`src/rtl/mtg_pkg.sv`:
```
// ----------------------------------------------------------------------------
// mtg_pkg: shared types and constants of the MT19937 generator
// Holds the state-array geometry, the generator constants, the microcode
// step addresses and the control word and status structs that pass between
// the sequencer and the datapath.
// ----------------------------------------------------------------------------
`default_nettype none

package mtg_pkg;

	// State array geometry
	localparam int unsigned STATE_WORDS   = 624;
	localparam int unsigned MIDDLE_OFFSET = 397;
	localparam int unsigned IDX_W         = 10;
	localparam int unsigned POS_W         = 10;
	localparam logic [IDX_W-1:0] IDX_LAST  = IDX_W'(STATE_WORDS - 1);
	localparam logic [POS_W-1:0] POS_SPENT = POS_W'(STATE_WORDS);

	// Generator constants
	localparam logic [31:0] SEED_AFTER_RESET = 32'd5489;
	localparam logic [31:0] INIT_MULT        = 32'd1812433253;
	localparam logic [31:0] MATRIX_A         = 32'h9908_B0DF;
	localparam logic [31:0] UPPER_BIT        = 32'h8000_0000;
	localparam logic [31:0] LOWER_BITS       = 32'h7FFF_FFFF;
	localparam logic [31:0] TEMPER_B         = 32'h9D2C_5680;
	localparam logic [31:0] TEMPER_C         = 32'hEFC6_0000;

	// Request codes
	localparam logic REQ_SEED = 1'b0;
	localparam logic REQ_DRAW = 1'b1;

	// Microcode step addresses
	localparam int unsigned PC_W = 4;
	localparam logic [PC_W-1:0] STEP_BOOT      = 4'd0;
	localparam logic [PC_W-1:0] STEP_IDLE      = 4'd1;
	localparam logic [PC_W-1:0] STEP_SEED_HEAD = 4'd2;
	localparam logic [PC_W-1:0] STEP_SEED_MUL  = 4'd3;
	localparam logic [PC_W-1:0] STEP_SEED_WR   = 4'd4;
	localparam logic [PC_W-1:0] STEP_SEED_END  = 4'd5;
	localparam logic [PC_W-1:0] STEP_TW_HEAD   = 4'd6;
	localparam logic [PC_W-1:0] STEP_TW_PRIME  = 4'd7;
	localparam logic [PC_W-1:0] STEP_TW_RD     = 4'd8;
	localparam logic [PC_W-1:0] STEP_TW_WR     = 4'd9;
	localparam logic [PC_W-1:0] STEP_DRAW_RD   = 4'd10;
	localparam logic [PC_W-1:0] STEP_DRAW_OUT  = 4'd11;

	typedef enum logic [2:0] {
		JMP_NEXT,
		JMP_ALWAYS,
		JMP_DISPATCH,
		JMP_LOOP,
		JMP_WAIT_OUT
	} jump_t;

	typedef enum logic [1:0] {
		SEED_HOLD,
		SEED_PORT,
		SEED_DFLT
	} seed_sel_t;

	typedef enum logic [1:0] {
		RA_ZERO,
		RA_POS,
		RA_NEXT
	} rd_sel_t;

	typedef enum logic [1:0] {
		WR_NONE,
		WR_SEED,
		WR_INIT,
		WR_TWIST
	} wr_sel_t;

	typedef enum logic [1:0] {
		IDX_HOLD,
		IDX_ZERO,
		IDX_ONE,
		IDX_STEP
	} idx_op_t;

	typedef enum logic [1:0] {
		POS_HOLD,
		POS_FULL,
		POS_ZERO
	} pos_op_t;

	// One microcode word
	typedef struct packed {
		jump_t           jump;
		logic [PC_W-1:0] target;
		seed_sel_t       seed_sel;
		rd_sel_t         rd_a_sel;
		logic            rd_a_en;
		logic            rd_b_en;
		logic            cur_ld;
		logic            prod_ld;
		wr_sel_t         wr_sel;
		idx_op_t         idx_op;
		pos_op_t         pos_op;
		logic            emit;
	} ctrl_t;

	// Datapath status used for jumps
	typedef struct packed {
		logic idx_last;
		logic pos_spent;
		logic out_free;
	} flags_t;

endpackage

`default_nettype wire

```
`src/rtl/mtg_sequencer.sv`:
```
// ----------------------------------------------------------------------------
// mtg_sequencer: microcode store and step counter
// Looks up the control word of the current step in a read-only table and
// picks the next step from the jump field and the datapath flags.
// ----------------------------------------------------------------------------
`default_nettype none

module mtg_sequencer (
	input  wire logic                      clk,
	input  wire logic                      arst_n,
	input  wire logic                      req_valid,
	input  wire logic                      req_type,
	input  wire mtg_pkg::flags_t           flags,
	output mtg_pkg::ctrl_t                 ctrl,
	output logic [mtg_pkg::PC_W-1:0]       pc
);

	logic [mtg_pkg::PC_W-1:0] pc_q;
	logic [mtg_pkg::PC_W-1:0] pc_nxt;

	// Microcode table
	function automatic mtg_pkg::ctrl_t ucode(input logic [mtg_pkg::PC_W-1:0] step);
		mtg_pkg::ctrl_t w;
		w = '0;
		case (step)
			mtg_pkg::STEP_BOOT: begin
				w.seed_sel = mtg_pkg::SEED_DFLT;
				w.jump     = mtg_pkg::JMP_ALWAYS;
				w.target   = mtg_pkg::STEP_SEED_HEAD;
			end
			mtg_pkg::STEP_IDLE: begin
				w.seed_sel = mtg_pkg::SEED_PORT;
				w.jump     = mtg_pkg::JMP_DISPATCH;
			end
			mtg_pkg::STEP_SEED_HEAD: begin
				w.wr_sel = mtg_pkg::WR_SEED;
				w.idx_op = mtg_pkg::IDX_ONE;
				w.pos_op = mtg_pkg::POS_FULL;
			end
			mtg_pkg::STEP_SEED_MUL: begin
				w.prod_ld = 1'b1;
			end
			mtg_pkg::STEP_SEED_WR: begin
				w.wr_sel = mtg_pkg::WR_INIT;
				w.idx_op = mtg_pkg::IDX_STEP;
				w.jump   = mtg_pkg::JMP_LOOP;
				w.target = mtg_pkg::STEP_SEED_MUL;
			end
			mtg_pkg::STEP_SEED_END: begin
				w.jump   = mtg_pkg::JMP_ALWAYS;
				w.target = mtg_pkg::STEP_IDLE;
			end
			mtg_pkg::STEP_TW_HEAD: begin
				w.rd_a_sel = mtg_pkg::RA_ZERO;
				w.rd_a_en  = 1'b1;
				w.idx_op   = mtg_pkg::IDX_ZERO;
				w.pos_op   = mtg_pkg::POS_ZERO;
			end
			mtg_pkg::STEP_TW_PRIME: begin
				w.cur_ld = 1'b1;
			end
			mtg_pkg::STEP_TW_RD: begin
				w.rd_a_sel = mtg_pkg::RA_NEXT;
				w.rd_a_en  = 1'b1;
				w.rd_b_en  = 1'b1;
			end
			mtg_pkg::STEP_TW_WR: begin
				w.wr_sel = mtg_pkg::WR_TWIST;
				w.cur_ld = 1'b1;
				w.idx_op = mtg_pkg::IDX_STEP;
				w.jump   = mtg_pkg::JMP_LOOP;
				w.target = mtg_pkg::STEP_TW_RD;
			end
			mtg_pkg::STEP_DRAW_RD: begin
				w.rd_a_sel = mtg_pkg::RA_POS;
				w.rd_a_en  = 1'b1;
			end
			mtg_pkg::STEP_DRAW_OUT: begin
				w.emit   = 1'b1;
				w.jump   = mtg_pkg::JMP_WAIT_OUT;
				w.target = mtg_pkg::STEP_IDLE;
			end
			default: begin
				w.jump   = mtg_pkg::JMP_ALWAYS;
				w.target = mtg_pkg::STEP_IDLE;
			end
		endcase
		return w;
	endfunction

	assign ctrl = ucode(pc_q);
	assign pc   = pc_q;

	// Pick the next step
	always_comb begin
		pc_nxt = pc_q + 1'b1;
		unique case (ctrl.jump)
			mtg_pkg::JMP_NEXT: pc_nxt = pc_q + 1'b1;
			mtg_pkg::JMP_ALWAYS: pc_nxt = ctrl.target;
			mtg_pkg::JMP_DISPATCH: begin
				if (!req_valid) begin
					pc_nxt = pc_q;
				end else if (req_type == mtg_pkg::REQ_SEED) begin
					pc_nxt = mtg_pkg::STEP_SEED_HEAD;
				end else if (flags.pos_spent) begin
					pc_nxt = mtg_pkg::STEP_TW_HEAD;
				end else begin
					pc_nxt = mtg_pkg::STEP_DRAW_RD;
				end
			end
			mtg_pkg::JMP_LOOP: pc_nxt = flags.idx_last ? pc_q + 1'b1 : ctrl.target;
			mtg_pkg::JMP_WAIT_OUT: pc_nxt = flags.out_free ? ctrl.target : pc_q;
			default: pc_nxt = mtg_pkg::STEP_IDLE;
		endcase
	end

	// Hold the step counter; reset starts the seeding pass
	always_ff @(posedge clk or negedge arst_n) begin
		if (!arst_n) begin
			pc_q <= mtg_pkg::STEP_BOOT;
		end else begin
			pc_q <= pc_nxt;
		end
	end

endmodule

`default_nettype wire

```
`config.mk`:
```
export PLATFORM = sky130hd
export DESIGN_NAME = mtg_sequencer
export DESIGN_NICKNAME = d
export VERILOG_FILES = /design/src/rtl/mtg_pkg.sv /design/src/rtl/mtg_sequencer.sv
export SDC_FILE = /design/constraint.sdc
export NUM_CORES = 1
export LEC_CHECK = 0
export ABC_AREA = 1
export CAP_MARGIN = 30
export CORE_UTILIZATION = 35
export CTS_CLUSTER_SIZE = 28
export DETAILED_ROUTE_END_ITERATION = 7
export DONT_BUFFER_PORTS = 1
export GPL_ROUTABILITY_DRIVEN = 0
export PLACE_DENSITY = 0.59
export SYNTH_ARGS = -nofsm -noshare
export SYNTH_HDL_FRONTEND = slang
export SYNTH_SLANG_ARGS = --single-unit
```
`constraint.sdc`:
```
create_clock -name clk -period 2.02 [get_ports clk]
set_clock_uncertainty 0.15 [all_clocks]
set_input_delay 0.101 -clock clk [delete_from_list [all_inputs] [get_ports clk]]
set_output_delay 0.101 -clock clk [all_outputs]
set_load 0.02 [all_outputs]
```
# Yosys cells after proc, flatten, opt, wreduce, memory -nomap -nowiden
# Cells that the tools add are included.
[classes]
n_addsub = 1
n_mul = 0
div = 0
order_cmp = 0
n_eq_ne = 16
shifts = 0
muxes = 17
bitwise_logic = 0
reduce_logical = 7
[ops]
columns = ["cell", "count"]
rows = [
  ["2-to-1 mux 4 bit", 5],
  ["case mux 4 bit (5 select lines)", 1],
  ["equality test 4 bit, second input constant", 4],
  ["case mux 4 bit (4 select lines)", 1],
  ["equality test 4 x 3 -> 1 bit, second input constant", 3],
  ["case mux 2 bit (3 select lines)", 2],
  ["case mux 3 bit (4 select lines)", 1],
  ["case mux 3 bit (3 select lines)", 1],
  ["equality test 4 x 2 -> 1 bit, second input constant", 2],
  ["case mux 2 bit (2 select lines)", 2],
  ["OR reduction 7 bit", 1],
  ["equality test 3 x 2 -> 1 bit, second input constant", 2],
  ["OR reduction 6 bit", 1],
  ["adder 4 x 1 -> 4 bit, second input constant", 1],
  ["equality test 4 x 1 -> 1 bit, second input constant", 1],
  ["zero test 4 bit", 1],
  ["2-to-1 mux 1 bit", 4],
  ["inequality test 2 bit, second input constant", 2],
  ["OR reduction 2 bit", 2],
  ["equality test 3 x 1 -> 1 bit, second input constant", 1],
  ["equality test 3 bit, second input constant", 1],
  ["zero test 3 bit", 1],
  ["AND reduction 2 bit", 1],
]
[word_totals]
ff_bits = 4
latch_bits = 0
mem_bits_rw = 0
mem_bits_ro = 0
in_bits = 7
n_memories = 0

# Logic depth before layout (Yosys ltp)
# Gate-level depths: netlist (run 1).
[logic_depth]
depth_word = 6
mapped_depth = 11
depth_no_buf = 11

# Worst setup path after synthesis (run 1)
# No wires, ideal clock.
[synth_path]
path_type = "register -> output"
startpoint = "register pc_q, in the netlist pc[0]"
endpoint = "output port ctrl[19] (netlist bit)"
t_arrival_ns = 1.733
required_ns = 1.769
setup_slack_ns = 0.036
stages_incl_launch_ff = 6
n_path_buf = 0
cell_sequence = "dfrtp_1 inv_1 ha_1 o21ai_0 nand3_2 o31ai_1"
[synth_lines]
columns = ["item", "line", "text"]
rows = [
  ["from (decl)", "mtg_sequencer.sv:18", "logic [mtg_pkg::PC_W-1:0] pc_q;"],
  ["from (signal assigned)", "mtg_sequencer.sv:120", "pc_q <= mtg_pkg::STEP_BOOT;"],
  ["from (signal assigned)", "mtg_sequencer.sv:122", "pc_q <= pc_nxt;"],
  ["to (decl)", "mtg_sequencer.sv:14", "output mtg_pkg::ctrl_t ctrl,"],
]

==> flow_summary.rst, run 1 <==
.. list-table::
   :header-rows: 1

   * - Metric
     - Value
   * - Layout Area Growth over Synthesis
     - 29.7%
   * - Fraction of synthesized cell area taken by the top area cell type
     - around 15%
   * - Placed Instance Area
     - 753 µm²
   * - Worst-Skew Late Latency
     - 0.24 ns
   * - First-pass GRT wire length
     - 2.57 mm
   * - Count of synthesis-stage warnings from yosys
     - 0
   * - Initial antenna violation count
     - 0
   * - Number of iterations in the first detailed-routing pass
     - 4
   * - Sinks on Clock Net
     - 4
   * - Layout cells sized above 1
     - about 33%
   * - Area inside the core boundary
     - 1760 µm²
   * - Overall die height
     - 45.9 µm
   * - Clock period minus final worst setup slack
     - 1.94 ns
   * - Peak VDD IR
     - 0.908 mV
   * - Yosys reg bits
     - 4
   * - Pin count of the biggest net entering global routing
     - 10
   * - Total global routing overflow
     - 0
   * - Clock edge transition at the registers on the reported setup and hold paths
     - 0.04 ns
   * - Unique masters post-synth
     - 27
   * - Final count of pins violating max slew
     - 0
   * - P_sw
     - 1020 µW
   * - Fraction of power spent switching nets
     - 60.1%
   * - Maximum fanout along the worst path
     - 6
   * - Horizontal die dimension
     - around 46 µm
   * - Power density normalized to cell area
     - 1950 nW/µm²
   * - RSZ-0062 raised after global routing
     - true
   * - Internal
     - 680 µW
   * - Clk pwr share
     - 6.0%
   * - Wire length reported by the detailed router
     - 1.70 mm
   * - Count of flip-flops with a built-in enable after synthesis
     - 0
   * - Worst path cell trace
     - inv_2 -> ha_2 -> nand3_4 -> nand2_8 -> inv_1 -> o31ai_2 -> buf_4
   * - Number of global-route vias before repair
     - 626
   * - Relative contribution of sequential cells to total power
     - 10.5%
   * - Global-route total usage across every layer
     - roughly 17%
   * - First DRT Iteration DRCs
     - 18
   * - Setup violation total in the final timing report
     - 0
   * - Share of the clock period used by the worst path after layout
     - 95.9%
   * - Worst-case setup slack after placement
     - ~0.15 ns
   * - FF-to-FF path depth
     - 9
   * - Worst-case setup margin in the final layout
     - roughly 0.08 ns
   * - Number of stages on the worst hold path
     - 5
   * - Combinational fraction of design power
     - 83.4%
   * - Category of cells accounting for the largest share of critical-path delay
     - flip-flops
   * - Mean instance size in the synthesized netlist
     - ~6.4 µm²
   * - Required time reported for the critical path endpoint
     - 1.77 ns
   * - Slowest stage cell on the critical path
     - sky130_fd_sc_hd__dfrtp_1
   * - Count of antenna-violating nets left after detailed routing
     - 0
   * - Final core utilization
     - 49.5%
   * - Number of fill cells in the layout
     - 203
   * - Cell Rows
     - 15
   * - Number of nets in the layout
     - 135
   * - Cells after Synth
     - 106
   * - Post-detailed-placement half-perimeter wirelength
     - 1.37 mm
   * - Ranking of synthesized cells by area
     - sky130_fd_sc_hd__dfrtp_1, sky130_fd_sc_hd__nand2_1, sky130_fd_sc_hd__inv_1
   * - Arrival time at the worst endpoint
     - 1.69 ns
   * - Stage delay of the slowest cell on the critical path
     - 0.42 ns
   * - Top achievable clock speed
     - 516 MHz
   * - Antenna Cells
     - 0
   * - Largest register FFs
     - 4
   * - Average detailed-routed wire length per instance
     - 11.6 µm
   * - Root Buffer Master
     - sky130_fd_sc_hd__clkbuf_4
   * - Most common cell in the netlist
     - sky130_fd_sc_hd__nand2_1
   * - Fraction of the yosys area taken by sequential cells
     - 14.9%
   * - Max-cap violation count
     - 0
   * - Worst Path Buf+Inv
     - 3
   * - Dominant synthesized flop cell
     - sky130_fd_sc_hd__dfrtp_1
   * - TritonCTS clock tree
     - yes
   * - Total die area
     - 2100 µm²
   * - Fraction of registers with async set or reset after synthesis
     - between 90% and 100%
   * - DRC violation count after routing
     - 0
   * - Dominant cell type by area after synthesis
     - sky130_fd_sc_hd__dfrtp_1
   * - Total nets after synthesis
     - 117
   * - Element type at the critical path end
     - primary output
   * - Avg Vias per Cell
     - 4.83
   * - Number of ports placed on the die boundary
     - 33
   * - Critical path type
     - flop to primary output
   * - Commonest cells post-synth
     - sky130_fd_sc_hd__nand2_1, sky130_fd_sc_hd__inv_1, sky130_fd_sc_hd__nand3_1, sky130_fd_sc_hd__nor2_1
   * - Port Buf Inserts
     - 0
   * - Post-route standard cell area excluding fillers
     - 873 µm²
   * - Path length in cells of the critical path
     - 7
   * - Max H-tree Level
     - 1
   * - Syn Std Cell Area
     - a little under 700 µm²
   * - Max Buffers Root-to-Sink
     - 2
   * - Status
     - finished clean
   * - Initial core utilization
     - 38.2%
   * - Total number of vias
     - 710
   * - Leak pwr
     - 0.000502 µW
   * - Crit path launch type
     - flop
   * - Final Hold Fails
     - 0
   * - Clock buffers created by TritonCTS
     - 3
   * - Class of the tightest hold or removal check
     - primary input to flop
[path summary, 6_finish.rpt]
path / from / to / slack, ns
max: pc[0]$_DFFE_PN0P_ / ctrl[19] / 0.08
min: flags[1] / pc[3]$_DFFE_PN0P_ / 0.002
max reg2reg: pc[0]$_DFFE_PN0P_ / pc[0]$_DFFE_PN0P_ / 0.16
min reg2reg: pc[0]$_DFFE_PN0P_ / pc[0]$_DFFE_PN0P_ / 0.54
max in group asynchronous: arst_n / pc[0]$_DFFE_PN0P_ / 1.02
min in group asynchronous: arst_n / pc[3]$_DFFE_PN0P_ / 0.52
[power by group through the flow]
stage               combinational, µW  sequential [µW]  clock (µW)
floorplan                         981              194           0
global placement                 1310              176           0
detailed placement               1300              177           0
CTS                              1330              177         106
global route                     1560              187         110
finish                           1420              179         103
[area by class of cell]
cell class	count	area, µm²	share of cell area [%]
Sequential cell	4	100	11.5
Tap cell	25	31.3	3.58
Multi-Input combinational cell	75	492	56.3
Inverter	24	95.1	10.9
Clock buffer	3	22.5	2.58
Timing Repair Buffer	16	133	15.2
[through the flow]
step | power, µW | std cells | hold slack [ns] | setup TNS (ns)
floorplan | 1180 | 106 | -0.345 | 0
global placement | 1480 | 138 | -0.345 | 0
detailed placement | 1480 | 138 | -0.345 | 0
CTS | 1610 | 146 | 0.00111 | 0
global route | 1860 | 147 | 0.0244 | -0.00795
finish | 1700 | 147 | 0.00220 | 0
[kinds of logic (layout without fill, tap and decap cells)]
group | count (synthesis) | in the layout | synth area share, %
and+or+nand+nor | 62 | 62 | 51.1
other | 1 | 1 | 0.557
DFF | 4 | 4 | 14.9
xor gates and xnor gates | 1 | 1 | 1.30
adders and majority gates | 4 | 4 | 7.44
AOI/OAI and AO/OA | 7 | 7 | 7.06
buffers and inverters | 27 | 43 | 17.7
[layout by cell type (no fill, tap or decap)]
| cell type | instances |
|---|---|
| sky130_fd_sc_hd__dlygate4sd3_1 | 5 |
| sky130_fd_sc_hd__nand3_1 | 10 |
| sky130_fd_sc_hd__nor2_8 | 1 |
| sky130_fd_sc_hd__nand4_1 | 1 |
| sky130_fd_sc_hd__ha_1 | 2 |
| sky130_fd_sc_hd__o22ai_1 | 1 |
| sky130_fd_sc_hd__nor3_1 | 1 |
| sky130_fd_sc_hd__clkbuf_4 | 3 |
| sky130_fd_sc_hd__a22oi_1 | 1 |
| sky130_fd_sc_hd__nand2_2 | 2 |
| sky130_fd_sc_hd__o31ai_1 | 1 |
| sky130_fd_sc_hd__o21ai_1 | 1 |
| sky130_fd_sc_hd__xor2_1 | 1 |
| sky130_fd_sc_hd__buf_4 | 11 |
| sky130_fd_sc_hd__nor2_2 | 1 |
| sky130_fd_sc_hd__or2_2 | 2 |
| sky130_fd_sc_hd__nor2_1 | 10 |
| sky130_fd_sc_hd__o31ai_2 | 1 |
| sky130_fd_sc_hd__inv_1 | 17 |
| sky130_fd_sc_hd__ha_2 | 2 |
| sky130_fd_sc_hd__inv_2 | 5 |
| sky130_fd_sc_hd__nand2_1 | 26 |
| sky130_fd_sc_hd__inv_4 | 2 |
| sky130_fd_sc_hd__dfrtp_1 | 4 |
| sky130_fd_sc_hd__nand2_8 | 1 |
| sky130_fd_sc_hd__nand3_4 | 4 |
| sky130_fd_sc_hd__nand3_2 | 3 |
| sky130_fd_sc_hd__conb_1 | 1 |
| sky130_fd_sc_hd__o21ai_2 | 2 |
[timing repair]
action | in CTS | in global routing
setup endpoints to repair | 1 | 3
hold buffers | 5 | 0
buffers inserted | 0 | 1
endpoints found under the hold margin | 6 | 0
resized for setup | 3 | 7
pin swaps | 1 | 2
[worst min-delay path, stage by stage]
cell and delay [ns]:
sky130_fd_sc_hd__o22ai_1 0.06, sky130_fd_sc_hd__inv_1 0.05, sky130_fd_sc_hd__nand2_1 0.05, sky130_fd_sc_hd__nand2_1 0.06, sky130_fd_sc_hd__nand2_1 0.04
[metal layers]
layer	global-route usage [%]	up-vias	routed length, µm
li1	-	358	-
met1	22.8	319	775
met2	27.9	31	796
met3	1.19	2	108
met5	0	-	0
met4	5.29	0	19
Power figures use the tool's default switching activity.
==> inputs of run 2 (changes only) <==
RECOVER_POWER = 100   (was not set)
==> run 2 against run 1 <==
Against the previous run:
- flip-flop and latch count stayed put
- worst hold slack hardly changed
- register-to-register slack hardly changed
- setup slack better by 0.0013 ns
- global-route usage stayed put
- final cell count stayed put
- non-clock buffer count stayed put
- sequential share of layout area is 0.099 points higher
- critical path depth stayed put
- first-iteration DRC count stayed put
- largest cell class unchanged
==> flow_summary.rst, run 2 (same netlist as run 1, synthesis figures left out) <==
.. list-table::
   :header-rows: 1

   * - Metric
     - Value
   * - Status
     - finished clean
   * - Clock period minus final worst setup slack
     - 1.94 ns (-0.00131 ns)
   * - Clock edge transition at the registers on the reported setup and hold paths
     - 0.04 ns (about the same)
   * - Max-cap violation count
     - 0 (unchanged)
   * - Max H-tree Level
     - 1 (unchanged)
   * - First-pass GRT wire length
     - 2.57 mm (unchanged)
   * - Total global routing overflow
     - 0 (unchanged)
   * - Post-route standard cell area excluding fillers
     - 866 µm² (-0.86%)
   * - Worst-Skew Late Latency
     - 0.24 ns (about the same)
   * - Layout Area Growth over Synthesis
     - 28.6%
   * - Number of nets in the layout
     - 135 (unchanged)
   * - Worst-case setup margin in the final layout
     - 0.0834 ns (+0.00131 ns)
   * - Worst-case setup slack after placement
     - 0.155 ns (unchanged)
   * - Power density normalized to cell area
     - 1950 nW/µm² (+0.19%)
   * - Slowest stage cell on the critical path
     - sky130_fd_sc_hd__dfrtp_1
   * - Area inside the core boundary
     - 1760 µm² (unchanged)
   * - Number of ports placed on the die boundary
     - 33 (unchanged)
   * - Critical path type
     - flop to primary output
   * - Crit path launch type
     - flop
   * - Most common library cell in the layout ignoring fill and taps
     - sky130_fd_sc_hd__nand2_1
   * - Arrival time at the worst endpoint
     - 1.69 ns (about the same)
   * - DRC violation count after routing
     - 0 (unchanged)
   * - Total die area
     - 2100 µm² (unchanged)
   * - Post-detailed-placement half-perimeter wirelength
     - 1.37 mm (unchanged)
   * - Count of antenna-violating nets left after detailed routing
     - 0 (unchanged)
   * - Final count of pins violating max slew
     - 0 (unchanged)
   * - Cell Rows
     - 15 (unchanged)
   * - Wire length reported by the detailed router
     - 1.69 mm (-0.41%)
   * - Maximum fanout along the worst path
     - 6 (unchanged)
   * - Stage delay of the slowest cell on the critical path
     - 0.42 ns (about the same)
   * - Clock buffers created by TritonCTS
     - 3 (unchanged)
   * - Overall die height
     - 45.9 µm (unchanged)
   * - RSZ-0062 raised after global routing
     - true
   * - Max Buffers Root-to-Sink
     - 2 (unchanged)
   * - Category of cells accounting for the largest share of critical-path delay
     - flip-flops
   * - Horizontal die dimension
     - 45.9 µm (unchanged)
   * - Largest register FFs
     - 4 (unchanged)
   * - Total number of vias
     - 703 (-0.99%)
   * - Number of fill cells in the layout
     - 206 (+1.5%)
   * - Overall power of the completed layout
     - 1690 µW (-0.67%)
   * - Average detailed-routed wire length per instance
     - 11.5 µm (-0.41%)
   * - Number of iterations in the first detailed-routing pass
     - 4 (unchanged)
   * - Number of global-route vias before repair
     - 626 (unchanged)
   * - Final Hold Fails
     - 0 (unchanged)
   * - Worst path cell trace
     - inv_2 -> ha_2 -> nand3_4 -> nand2_8 -> inv_1 -> o31ai_2 -> buf_4
   * - Required time reported for the critical path endpoint
     - 1.77 ns (about the same)
   * - Global-route total usage across every layer
     - 16.8% (unchanged)
   * - Initial core utilization
     - 38.2% (unchanged)
   * - Placed Instance Area
     - 753 µm² (unchanged)
   * - Root Buffer Master
     - sky130_fd_sc_hd__clkbuf_4
   * - Share of the clock period used by the worst path after layout
     - 95.9% (about the same)
   * - Class of the tightest hold or removal check
     - primary input to flop
   * - Setup violation total in the final timing report
     - 0 (unchanged)
   * - Top achievable clock speed
     - 516 MHz (about the same)
   * - TritonCTS clock tree
     - yes
   * - Pin count of the biggest net entering global routing
     - 10 (unchanged)
   * - Cells after DPL
     - 138 (unchanged)
   * - Final cell count without fillers
     - 147 (unchanged)
   * - Port Buf Inserts
     - 0 (unchanged)
   * - First DRT Iteration DRCs
     - 18 (unchanged)
   * - Sinks on Clock Net
     - 4 (unchanged)
   * - Worst Path Buf+Inv
     - 3 (unchanged)
   * - Element type at the critical path end
     - primary output
   * - Initial antenna violation count
     - 0 (unchanged)
   * - Leak pwr
     - 0.000494 µW (-1.6%)
   * - Peak VDD IR
     - 0.908 mV (about the same)
   * - Layout cells sized above 1
     - 31.1% (-1.6 points)
   * - Avg Vias per Cell
     - 4.78 (-0.99%)
   * - Top library cells by usage in the layout, fill and taps aside
     - sky130_fd_sc_hd__nand2_1, sky130_fd_sc_hd__inv_1, sky130_fd_sc_hd__nand3_1, sky130_fd_sc_hd__nor2_1, sky130_fd_sc_hd__buf_4
   * - Antenna Cells
     - 0 (unchanged)
   * - Final core utilization
     - 49.1% (-0.43 points)
==> run 2: changes by cell type in the layout (fill, tap and decap cells not counted), sizes merged <==
cell / previous run / this run
buf: 11 / 9
clkbuf: 3 / 5
==> run 2: metal layers <==
metal  global-route usage [%]  vias to the layer above  share of wire [%]
met5                        0                        -                  0
met4                     5.29                        0                1.1
met3                     1.19                        2                5.6
met2                     27.9                       27                 47
met1                     22.8                      317                 47
li1                         -                      357                  -
==> run 2: power by group <==
part           internal [µW]  leakage [µW]  switching (µW)
clock                   66.7     0.0000138            36.2
sequential               117     0.0000517            62.1
combinational            485      0.000428             925
==> run 2: final cells by class <==
type	instances	area (µm²)	area share (%)
well taps	25	31.3	3.61
inverters	24	95.1	11.0
clock buffers	3	22.5	2.60
multi-input cells	75	492	56.8
repair buffers	16	125	14.5
flip-flops and latches	4	100	11.6
==> run 2: stage by stage <==
step	hold WS, ns	setup TNS [ns]
floorplan	-0.345	0
global placement	-0.345	0
detailed placement	-0.345	0
CTS	0.00111	0
global route	0.0244	-0.00795
finish	0.00183	0
==> run 2: worst paths after layout <==
check	start	end	slack (ns)	cells after the start
min	flags[1]	pc[3]$_DFFE_PN0P_	0.002	5
max in group asynchronous	arst_n	pc[0]$_DFFE_PN0P_	1.02	2
min reg2reg	pc[0]$_DFFE_PN0P_	pc[0]$_DFFE_PN0P_	0.54	4
max	pc[0]$_DFFE_PN0P_	ctrl[19]	0.08	7
max reg2reg	pc[0]$_DFFE_PN0P_	pc[0]$_DFFE_PN0P_	0.16	9
min in group asynchronous	arst_n	pc[3]$_DFFE_PN0P_	0.52	2
==> run 2: worst min-delay path, stage by stage <==
cell	delay [ns]
sky130_fd_sc_hd__o22ai_1	0.06
sky130_fd_sc_hd__inv_1	0.05
sky130_fd_sc_hd__nand2_1	0.05
sky130_fd_sc_hd__nand2_1	0.06
sky130_fd_sc_hd__nand2_1	0.04
==> run 2: what timing repair did <==
action,CTS,global route
hold buffers,5,0
buffers inserted,0,1
gates resized for setup,3,7
endpoints found under the hold margin,6,0
pin swaps,1,2
setup endpoints to repair,1,3
==> inputs of run 3 (changes only) <==
CELL_PAD_IN_SITES_DETAIL_PLACEMENT = 0   (was not set)
CELL_PAD_IN_SITES_GLOBAL_PLACEMENT = 1   (was not set)
PLACE_DENSITY = 0.78   (was 0.59)
==> run 3 against run 2 <==
Against the previous run:
- the flow now finishes with violations (hold timing)
- setup slack improved by 0.023 ns
- clock-buffer cell count unchanged
- total power decreased by 0.91%
- routed wire length increased by 2.1%
- sequential share of layout area increased by 0.094 points
- first-iteration DRC count decreased by 44%
- clock power about the same
- worst hold slack got worse by 0.0050 ns
- final cell count increased by 1.4%
- utilization increased by 0.21 points
- non-clock buffer count increased by 2
- critical path type unchanged
- largest cell class unchanged
- highest routed layer unchanged
==> flow_summary.rst, run 3 (same netlist as run 1, synthesis figures left out) <==
.. list-table::
   :header-rows: 1

   * - Metric
     - Value
   * - P_sw
     - 1010 µW (-1.1%)
   * - Number of ports placed on the die boundary
     - 33 (unchanged)
   * - Most common library cell in the layout ignoring fill and taps
     - sky130_fd_sc_hd__nand2_1
   * - Total negative slack
     - 0 ns (unchanged)
   * - Global-route total usage across every layer
     - 17.6% (+0.83 points)
   * - Worst-Skew Late Latency
     - 0.25 ns (about the same)
   * - Initial antenna violation count
     - 0 (unchanged)
   * - Internal
     - 665 µW (-0.57%)
   * - Cell Rows
     - 15 (unchanged)
   * - Clock edge transition at the registers on the reported setup and hold paths
     - 0.04 ns (about the same)
   * - Max-cap violation count
     - 0 (unchanged)
   * - Pin count of the biggest net entering global routing
     - 10 (unchanged)
   * - First-pass GRT wire length
     - 2.59 mm (+0.82%)
   * - Total number of vias
     - 715 (+1.7%)
   * - Share of the clock period used by the worst path after layout
     - 94.7% (-1.1 points)
   * - Clock period minus final worst setup slack
     - 1.91 ns (-0.0231 ns)
   * - Top achievable clock speed
     - 523 MHz (+1.2%)
   * - Clock buffers created by TritonCTS
     - 3 (unchanged)
   * - Root Buffer Master
     - sky130_fd_sc_hd__clkbuf_4
   * - Worst slack on hold paths
     - -0.00322 ns (-0.00505 ns)
   * - Max Buffers Root-to-Sink
     - 2 (unchanged)
   * - TritonCTS clock tree
     - yes
   * - Avg Vias per Cell
     - 4.80 (+0.34%)
   * - Crit path launch type
     - flop
   * - Layout cells sized above 1
     - 31.5% (+0.30 points)
   * - Number of iterations in the first detailed-routing pass
     - 4 (unchanged)
   * - Total die area
     - 2100 µm² (unchanged)
   * - Area inside the core boundary
     - 1760 µm² (unchanged)
   * - Average detailed-routed wire length per instance
     - 11.6 µm (+0.76%)
   * - Wire length reported by the detailed router
     - 1.73 mm (+2.1%)
   * - Number of global-route vias before repair
     - 631 (+0.80%)
   * - First DRT Iteration DRCs
     - 10 (-8)
   * - Sinks on Clock Net
     - 4 (unchanged)
   * - Arrival time at the worst endpoint
     - 1.66 ns (-0.03 ns)
   * - Required time reported for the critical path endpoint
     - 1.77 ns (about the same)
   * - Final count of pins violating max slew
     - 0 (unchanged)
   * - Combinational fraction of design power
     - 82.7% (-0.6 points)
   * - Number of nets in the layout
     - 137 (+1.5%)
   * - Setup violation total in the final timing report
     - 0 (unchanged)
   * - Power density normalized to cell area
     - 1930 nW/µm² (-1.3%)
   * - Top library cells by usage in the layout, fill and taps aside
     - sky130_fd_sc_hd__nand2_1, sky130_fd_sc_hd__inv_1, sky130_fd_sc_hd__nor2_1
   * - RSZ-0062 raised after global routing
     - false
   * - Largest register FFs
     - 4 (unchanged)
   * - Status
     - complete, but fails checks
   * - Post-detailed-placement half-perimeter wirelength
     - 1.30 mm (-4.7%)
   * - Peak VDD IR
     - 1.18 mV (+29%)
   * - Antenna Cells
     - 0 (unchanged)
   * - Max H-tree Level
     - 1 (unchanged)
   * - Critical path type
     - flop to primary output
   * - Maximum fanout along the worst path
     - 5 (-1)
   * - Overall power of the completed layout
     - 1680 µW (-0.91%)
   * - Total global routing overflow
     - 0 (unchanged)
   * - Initial core utilization
     - 38.2% (unchanged)
   * - Violations in the final reports
     - hold timing
   * - Port Buf Inserts
     - 0 (unchanged)
   * - Overall die height
     - 45.9 µm (unchanged)
   * - Number of fill cells in the layout
     - 194 (-5.8%)
   * - Horizontal die dimension
     - 45.9 µm (unchanged)
   * - Leak pwr
     - 0.000496 µW (+0.40%)
   * - Register-to-register setup slack
     - 0.15 ns (about the same)
   * - Fraction of power spent switching nets
     - 60.4% (-0.14 points)
   * - Class of the tightest hold or removal check
     - primary input to flop
   * - Relative contribution of sequential cells to total power
     - 11.1% (+0.5 points)
   * - Final Hold Fails
     - 1 (+1)
   * - Layout Area Growth over Synthesis
     - 29.2%
   * - Element type at the critical path end
     - primary output
   * - Clk pwr share
     - 6.2% (about the same)
   * - DRC violation count after routing
     - 0 (unchanged)
   * - Count of antenna-violating nets left after detailed routing
     - 0 (unchanged)
## run 3: through the flow
step	cells	instance area (µm²)	util [%]	worst slack (ns)	hold WS, ns
2_1_floorplan	106	673	-	0.0360	-0.345
3_3_place_gp	138	753	42.7	0.191	-0.345
3_5_place_dp	138	753	42.7	0.151	-0.345
4_1_cts	147	838	47.5	0.0148	0.00164
5_1_grt	149	870	49.3	0.00809	0.0505
6_report	149	870	49.3	0.106	-0.00322
## run 3: routing by layer
layer / global-route usage (%) / vias to the layer above / routed length [µm]
li1: - / 365 / -
met1: 20.7 / 313 / 781
met2: 29.3 / 32 / 824
met3: 3.17 / 5 / 88
met4: 10.6 / 0 / 34
met5: 0 / - / 0
## run 3: area by class of cell
| cell class | instances | area, µm² | area share [%] |
|---|---|---|---|
| multi-input cells | 75 | 477 | 54.8 |
| inverters | 24 | 92.6 | 10.6 |
| well taps | 25 | 31.3 | 3.60 |
| flip-flops and latches | 4 | 101 | 11.7 |
| clock buffers | 3 | 22.5 | 2.59 |
| repair buffers | 18 | 145 | 16.7 |
## run 3: critical path: stages, from the launching register on
cell and delay (ns):
sky130_fd_sc_hd__dfrtp_1 0.41, sky130_fd_sc_hd__ha_1 0.30, sky130_fd_sc_hd__o21ai_2 0.20, sky130_fd_sc_hd__nand3_4 0.13, sky130_fd_sc_hd__o31ai_2 0.19, sky130_fd_sc_hd__buf_4 0.17
## run 3: timing repair
item / in CTS / in global routing
gates resized for setup: 2 / 7
pin swaps: 2 / 1
setup buffers: 1 / 2
cloned: 0 / 0
endpoints found under the hold margin: 6 / 0
endpoints found under the setup margin: 1 / 5
hold buffers: 5 / 0
## run 3: worst paths after layout
kind                              startpoint           endpoint  cells after the start
setup / recovery           pc[0]$_DFFE_PN0P_           ctrl[19]                      5
hold / removal                      flags[1]  pc[3]$_DFFE_PN0P_                      5
setup reg to reg           pc[0]$_DFFE_PN0P_  pc[0]$_DFFE_PN0P_                      9
hold reg to reg            pc[0]$_DFFE_PN0P_  pc[0]$_DFFE_PN0P_                      4
max in group asynchronous             arst_n  pc[2]$_DFFE_PN0P_                      2
min in group asynchronous             arst_n  pc[3]$_DFFE_PN0P_                      2
## run 3: power groups by stage
stage | clock (µW) | combinational, µW | sequential [µW]
floorplan | 0 | 981 | 194
global placement | 0 | 1290 | 185
detailed placement | 0 | 1290 | 187
CTS | 106 | 1340 | 184
global route | 110 | 1530 | 192
finish | 104 | 1390 | 186
